$ cat config.mk
export PLATFORM = sky130hd
export DESIGN_NAME = acwt_div
export DESIGN_NICKNAME = d
export VERILOG_FILES = /design/src/rtl/acwt_pkg.sv /design/src/rtl/acwt_div.sv
export SDC_FILE = /design/constraint.sdc
export NUM_CORES = 1
export LEC_CHECK = 0
export ABC_AREA = 1
export BUFFER_PORTS_ARGS = -buffer_cell sky130_fd_sc_hd__buf_4
export CELL_PAD_IN_SITES_DETAIL_PLACEMENT = 1
export CELL_PAD_IN_SITES_GLOBAL_PLACEMENT = 1
export CORE_UTILIZATION = 39
export CTS_CLUSTER_DIAMETER = 60
export CTS_CLUSTER_SIZE = 8
export DETAILED_ROUTE_END_ITERATION = 8
export PLACE_DENSITY_LB_ADDON = 0.1
export SLEW_MARGIN = 0
export SYNTH_ARGS = -nofsm -noshare
export SYNTH_HDL_FRONTEND = slang
export SYNTH_SLANG_ARGS = --single-unit
export TNS_END_PERCENT = 30
$ cat constraint.sdc
create_clock -name i_clk -period 4.2 [get_ports i_clk]
set_clock_uncertainty 0.05 [all_clocks]
set_input_delay 0.84 -clock i_clk [delete_from_list [all_inputs] [get_ports i_clk]]
set_output_delay 0.84 -clock i_clk [all_outputs]
set_load 0.01 [all_outputs]
$ cat src/rtl/acwt_pkg.sv
// shared types and constants for the average cost win tracker
// no dependencies; imported by acwt_div and average_cost_win_tracker
`timescale 1ns / 1ps

package acwt_pkg;

    // field widths
    localparam int SYM_W    = 8;
    localparam int QTY_W    = 24;
    localparam int PRICE_W  = 32;
    localparam int CNT_W    = 32;
    localparam int RATE_W   = 17;

    // default table depth
    localparam int DEF_SYMBOL_COUNT = 256;

    // fill side codes
    localparam logic SIDE_BUY  = 1'b0;
    localparam logic SIDE_SELL = 1'b1;

    // divider sizing: remainder stays below a 33-bit divisor
    localparam int DIV_REM_W   = 33;
    localparam int DIV_LOW_W   = 32;
    localparam int DIV_STEPS_W = 6;
    localparam int COST_STEPS  = 32;
    localparam int RATE_STEPS  = 17;

    typedef struct packed {
        logic [SYM_W-1:0]   symbol_id;
        logic               func;
        logic [QTY_W-1:0]   quantity;
        logic [PRICE_W-1:0] price;
    } t_fill;

    typedef struct packed {
        logic [CNT_W-1:0]   closed_count;
        logic [CNT_W-1:0]   win_count;
        logic [RATE_W-1:0]  win_frac;
        logic               trade_closed;
        logic               trade_won;
        logic [CNT_W-1:0]   held_quantity;
        logic [PRICE_W-1:0] average_cost;
    } t_result;

    // divider request: start, initial remainder, bits still to shift in, divisor, step count
    typedef struct packed {
        logic                   start;
        logic [DIV_REM_W-1:0]   rem;
        logic [DIV_LOW_W-1:0]   low;
        logic [DIV_REM_W-1:0]   divisor;
        logic [DIV_STEPS_W-1:0] steps;
    } t_div_req;

    typedef struct packed {
        logic                 done;
        logic [DIV_LOW_W-1:0] quotient;
    } t_div_rsp;

    typedef enum logic [3:0] {
        S_CLEAR,
        S_IDLE,
        S_READ,
        S_SUM,
        S_COST_GO,
        S_COST_WAIT,
        S_WRITE,
        S_RATE_GO,
        S_RATE_WAIT,
        S_OUT
    } t_state;

endpackage

$ cat src/rtl/acwt_div.sv
// restoring divider, one quotient bit per cycle
// depends on acwt_pkg for the request and response types
`timescale 1ns / 1ps

module acwt_div import acwt_pkg::*; (
    input  logic     i_clk,
    input  logic     i_rst_n,
    input  t_div_req i_req,
    output t_div_rsp o_rsp
);

    logic [DIV_REM_W-1:0]   r_rem;
    logic [DIV_LOW_W-1:0]   r_low;
    logic [DIV_REM_W-1:0]   r_div;
    logic [DIV_LOW_W-1:0]   r_quo;
    logic [DIV_STEPS_W-1:0] r_cnt;
    logic                   r_busy;
    logic                   r_done;

    logic [DIV_REM_W:0]     w_trial;
    logic [DIV_REM_W:0]     w_diff;
    logic                   w_fit;

    // trial subtract of the shifted remainder
    always_comb begin
        w_trial = {r_rem, r_low[DIV_LOW_W-1]};
        w_diff  = w_trial - {1'b0, r_div};
        w_fit   = (w_trial >= {1'b0, r_div});
    end

    // control
    always_ff @(posedge i_clk) begin
        if (!i_rst_n) begin
            r_busy <= 1'b0;
            r_done <= 1'b0;
            r_cnt  <= '0;
        end else begin
            r_done <= 1'b0;
            if (i_req.start) begin
                r_busy <= 1'b1;
                r_cnt  <= i_req.steps;
            end else if (r_busy) begin
                r_cnt <= r_cnt - 1'b1;
                if (r_cnt == DIV_STEPS_W'(1)) begin
                    r_busy <= 1'b0;
                    r_done <= 1'b1;
                end
            end
        end
    end

    // datapath
    always_ff @(posedge i_clk) begin
        if (i_req.start) begin
            r_rem <= i_req.rem;
            r_low <= i_req.low;
            r_div <= i_req.divisor;
            r_quo <= '0;
        end else if (r_busy) begin
            r_rem <= w_fit ? w_diff[DIV_REM_W-1:0] : w_trial[DIV_REM_W-1:0];
            r_low <= {r_low[DIV_LOW_W-2:0], 1'b0};
            r_quo <= {r_quo[DIV_LOW_W-2:0], w_fit};
        end
    end

    assign o_rsp.done     = r_done;
    assign o_rsp.quotient = r_quo;

endmodule

# Yosys cells after proc, flatten, opt, wreduce, memory -nomap -nowiden
# Index checks and enable logic that the tools add are counted.
# W data, S select, Z words.
[op_classes]
add_sub_neg = 2
multipliers = 0
div = 0
n_lt_le_gt_ge = 1
eq_ne = 1
shifts = 0
mux = 11
bitwise_logic = 2
n_reduce_logical = 2
[op_table]
columns = ["cell", "count"]
rows = [
  ["$mux W33", 3],
  ["$mux W32", 2],
  ["$ge A34 B33 Y1", 1],
  ["$sub A33 B33 Y33", 1],
  ["$mux W6", 2],
  ["$eq A6 B1 Y1 const B", 1],
  ["$sub A6 B1 Y6 const B", 1],
  ["$mux W1", 4],
  ["$reduce_or A3 Y1", 1],
  ["$not A1 Y1", 2],
  ["$reduce_bool A2 Y1", 1],
]
[totals]
regBits = 138
latch_bits = 0
mem_bits_rw = 0
mem_bits_ro = 0
in_bits = 107
output_inout_bits = 33
mem_count = 0

# Depth between registers and ports, before layout
[depth]
word_depth = 4
mapped_depth = 17

# Worst setup path after synthesis
# No wires, ideal clock.
[synth_timing]
path_kind = "input-to-reg"
start = "input port i_req[104] (netlist name)"
end = "register r_low[0] (enable)"
setup_ns = 0.455
arrival_time_ns = 3.315
required_ns = 3.695
path_slack_ns = 0.380
path_stages = 4
cell_sequence = "clkbuf_1 nor2_1 clkinv_1 clkbuf_1"
[synth_between]
elab_chain_cells = 1
[synth_lines]
columns = ["element", "line", "text"]
rows = [
  ["from (decl)", "acwt_div.sv:8", "input t_div_req i_req,"],
  ["$reduce_bool A2 Y1 (no source line)", "-", ""],
  ["to (signal assigned)", "acwt_div.sv:56", "r_low <= i_req.low;"],
  ["to (signal assigned)", "acwt_div.sv:61", "r_low <= {r_low[DIV_LOW_W-2:0], 1'b0};"],
  ["to (decl)", "acwt_div.sv:13", "logic [DIV_LOW_W-1:0] r_low;"],
]
# No other way between the ends.
# A chain may end at the register's enable or synchronous reset.

# Worst setup path after layout
[layout_timing]
start = "register r_low[31]"
end = "register r_rem[18], data pin"
[layout_between]
elab_chain_cells = 4
word_cells_on_any_way = 5
classes_between = "add/sub: 1; order compare: 1; mux: 3"
[layout_lines]
columns = ["element", "line", "text"]
rows = [
  ["$sub A33 B33 Y33 / $ge A34 B33 Y1 (equally long branches)", "acwt_div.sv:27, acwt_div.sv:28", ""],
  ["$mux W33 (*)", "acwt_div.sv:60", "r_rem <= w_fit ? w_diff[DIV_REM_W-1:0] : w_trial[DIV_REM_W-1:0];"],
  ["$mux W33 (*)", "acwt_div.sv:59", "end else if (r_busy) begin"],
  ["$mux W33 (*)", "acwt_div.sv:54", "if (i_req.start) begin"],
  ["to (signal assigned)", "acwt_div.sv:55", "r_rem <= i_req.rem;"],
  ["to (signal assigned)", "acwt_div.sv:60", ""],
  ["to (decl)", "acwt_div.sv:12", "logic [DIV_REM_W-1:0] r_rem;"],
]
# Every way passes the cells marked *; elsewhere a longest branch is shown, timed or not. The select of a mux whose other input is x is not followed.

==> results.md <==
- Nets: 1407
- Total track usage: 22.1%
- Area grow syn2layout: 22.0%
- Most frequent cells in the layout: nand2_1 (462), inv_1 (206), buf_4 (145)
- Hold path depth: 2
- Yosys warnings: 0
- Post-CTS Setup Bufs: 0
- CP endpoint kind: flip-flop
- Vias per std cell: 4.76
- Worst skew pair latency: 0.43 ns
- Die area: 22000 µm²
- ANT nets after route: 0
- Filler cells: 2652
- Net Count, Synth: 1274
- GPL Wtd Cong: 0.867
- Status: finished, final reports clean
- I/O Buffers: 139
- Routed length per instance: 14.8 µm
- Fmax: 0.345 GHz
- Largest area contributor in the netlist: edfxtp_1
- Die X: 148 µm
- Combined area of the multi-input logic cells: 3680 µm²
- Post-synth ARST share: 0%
- Hold_ws: 0.437 ns
- # placed instances: 1520
- Dpl cell area: 9650 µm²
- Synth top area cells: edfxtp_1 (35%), nand2_1 (21%), dfxtp_1 (9.6%)
- Initial antenna violation count: 0
- Post-synthesis cell type count: 36
- Pwr Density: 468 nW/µm²
- Crit path time final: 2.89 ns
- Hpwl dp: 16800 µm
- Drc violations: 0
- I/O Pins: 140
- Total routed wirelength: 23000 µm
- CTS Buffer Depth: 2
- Unrepaired setup endpoints after global routing: no
- Largest net degree at the start of global routing: 66
- Cell Rows: 53
- First-pass iteration count of the detailed router: 5
- Fin. Hold Viols: 0
- Register area: 3740 µm²
- GR Overflow Total: 0
- Relative slew slack: 49.2%
- R2R cell count: 13
- Final Max Tran Viols: 0
- Seq cells post-synth: 138
- DR iter-0 viols: 280
- Sum Neg Setup Slack: 0 ns
- Mapped Cells: 1131
- Ant. Diodes: 0
- Max_cap viols: 0
- Vias: 7392
- Chip Height: 148 µm
- Leakage: 5.20 nW
- Tcrit/Tclk final: 68.9%
- Post-CTS Hold Fix Bufs: 0
- Num CTS Buffers: 17
- CTS tree: yes
- Critical path required time: 4.45 ns
- Commonest non-fill, non-tap cell in the layout: nand2_1
- HP Class: flip-flop to flip-flop
- Netlist Area Pre-Place: 8370 µm²
- Post-synth EDFFs: 98
- Top FF cell, synth: edfxtp_1
- Critical path class: flip-flop to flip-flop
- Initial Util: 39.8%
- Finished Cell Area: 10200 µm²
- Share of cells above drive strength 1: 15.2%
- H-tree depth: 4
- Core Box Area: 21000 µm²
- Syn_area_per_cell: 7.40 µm²
- CTS resizes: 0
- Tightest Pin Transition: 0.763 ns
- Final core occ: 48.6%
- Crit-path max FO: 34
- Non-Filler Instances: 1552
- Sequential fraction of the synthesis area: 44.7%
- CTS sink count: 138
- Final setup viols: 0
- Number of global-route vias before repair: 7733
- CP Launch Type: flip-flop
- Post-synth top area share: 35.2%
- Arrival @ worst endpoint: 3.15 ns
- Reg clk slew, reported paths: 0.07 ns
- VDD IR max: 0.238 mV
- Root Driver: clkbuf_16
- First-pass GRT wire length: 38000 µm
cell families (layout without fill, tap and decap cells):
kind of cell / after synthesis / count (layout) / synth area share [%]
simple gates: 636 / 636 / 32.3
xor+xnor: 17 / 17 / 1.78
flops: 138 / 138 / 44.7
buf+inv: 241 / 387 / 11.2
fa+ha+maj: 36 / 36 / 5.47
compound gates: 63 / 63 / 4.43
final timing paths:
kind | slack [ns] | endpoint | from
worst max-delay path | 1.31 | r_rem[18] | r_low[31]
worst min-delay path | 0.44 | r_quo[31] | r_quo[31]
worst max register to register | 1.31 | r_rem[18] | r_low[31]
worst min register to register | 0.44 | r_quo[31] | r_quo[31]
registers in the layout, summed over array words and instances (netlist names):
signal,cells
r_done,1
r_busy,1
r_quo,32
r_low,32
r_div,33
r_rem,33
r_cnt,6
worst max-delay path: stages (launching register included):
cell      delay, ns
edfxtp_1       0.37
inv_1          0.09
ha_1           0.14
inv_1          0.07
fa_1           0.42
nand3_1        0.12
nand3_2        0.15
nand2_1        0.14
nand2_2        0.08
nand2_4        0.37
nand2_4        0.34
nand2_1        0.19
nand3_1        0.08
nand2_1        0.09
synth_stat cells (all sizes together), types with 3 or more instances:
library cell,number
clkbuf,18
edfxtp,98
o22ai,30
o21ai,6
xnor2,13
a31oi,3
nor2,48
ha,35
dfxtp,40
nand4,4
a21oi,19
nand3b,39
inv,209
nor3,8
xor2,4
buf,13
and2,6
nand2,466
nand3,63
routing by layer:
layer / vias up / track usage (%) / share of wire [%]
li1: 3800 / - / -
met3: 22 / 5.67 / 5.5
met2: 128 / 37.0 / 47
met1: 3442 / 27.8 / 46
met4: 0 / 6.49 / 1.4
met5: - / 0 / 0
final cells by class:
cell class / instances / share of cell area, %
sequential: 138 / 36.7
clock inverter: 14 / 1.30
inverter: 210 / 7.73
timing repair buffer: 145 / 10.7
tap: 275 / 3.37
multi-input combinational: 752 / 36.1
clock buffer: 18 / 4.20
metrics by stage:
stage          worst slack, ns  total power [mW]
3_5_place_dp              1.30              3.34
4_1_cts                   1.28              4.83
2_1_floorplan            0.380              2.89
5_1_grt                   1.02              5.11
3_3_place_gp              1.35              3.31
6_report                  1.31              4.78
where the power goes:
part	internal, mW	switching [mW]
Clock	0.780	0.681
Combinational	0.587	1.03
Sequential	1.64	0.0624
Total	3.01	1.77
No activity file was read; power rests on OpenSTA's default activity.
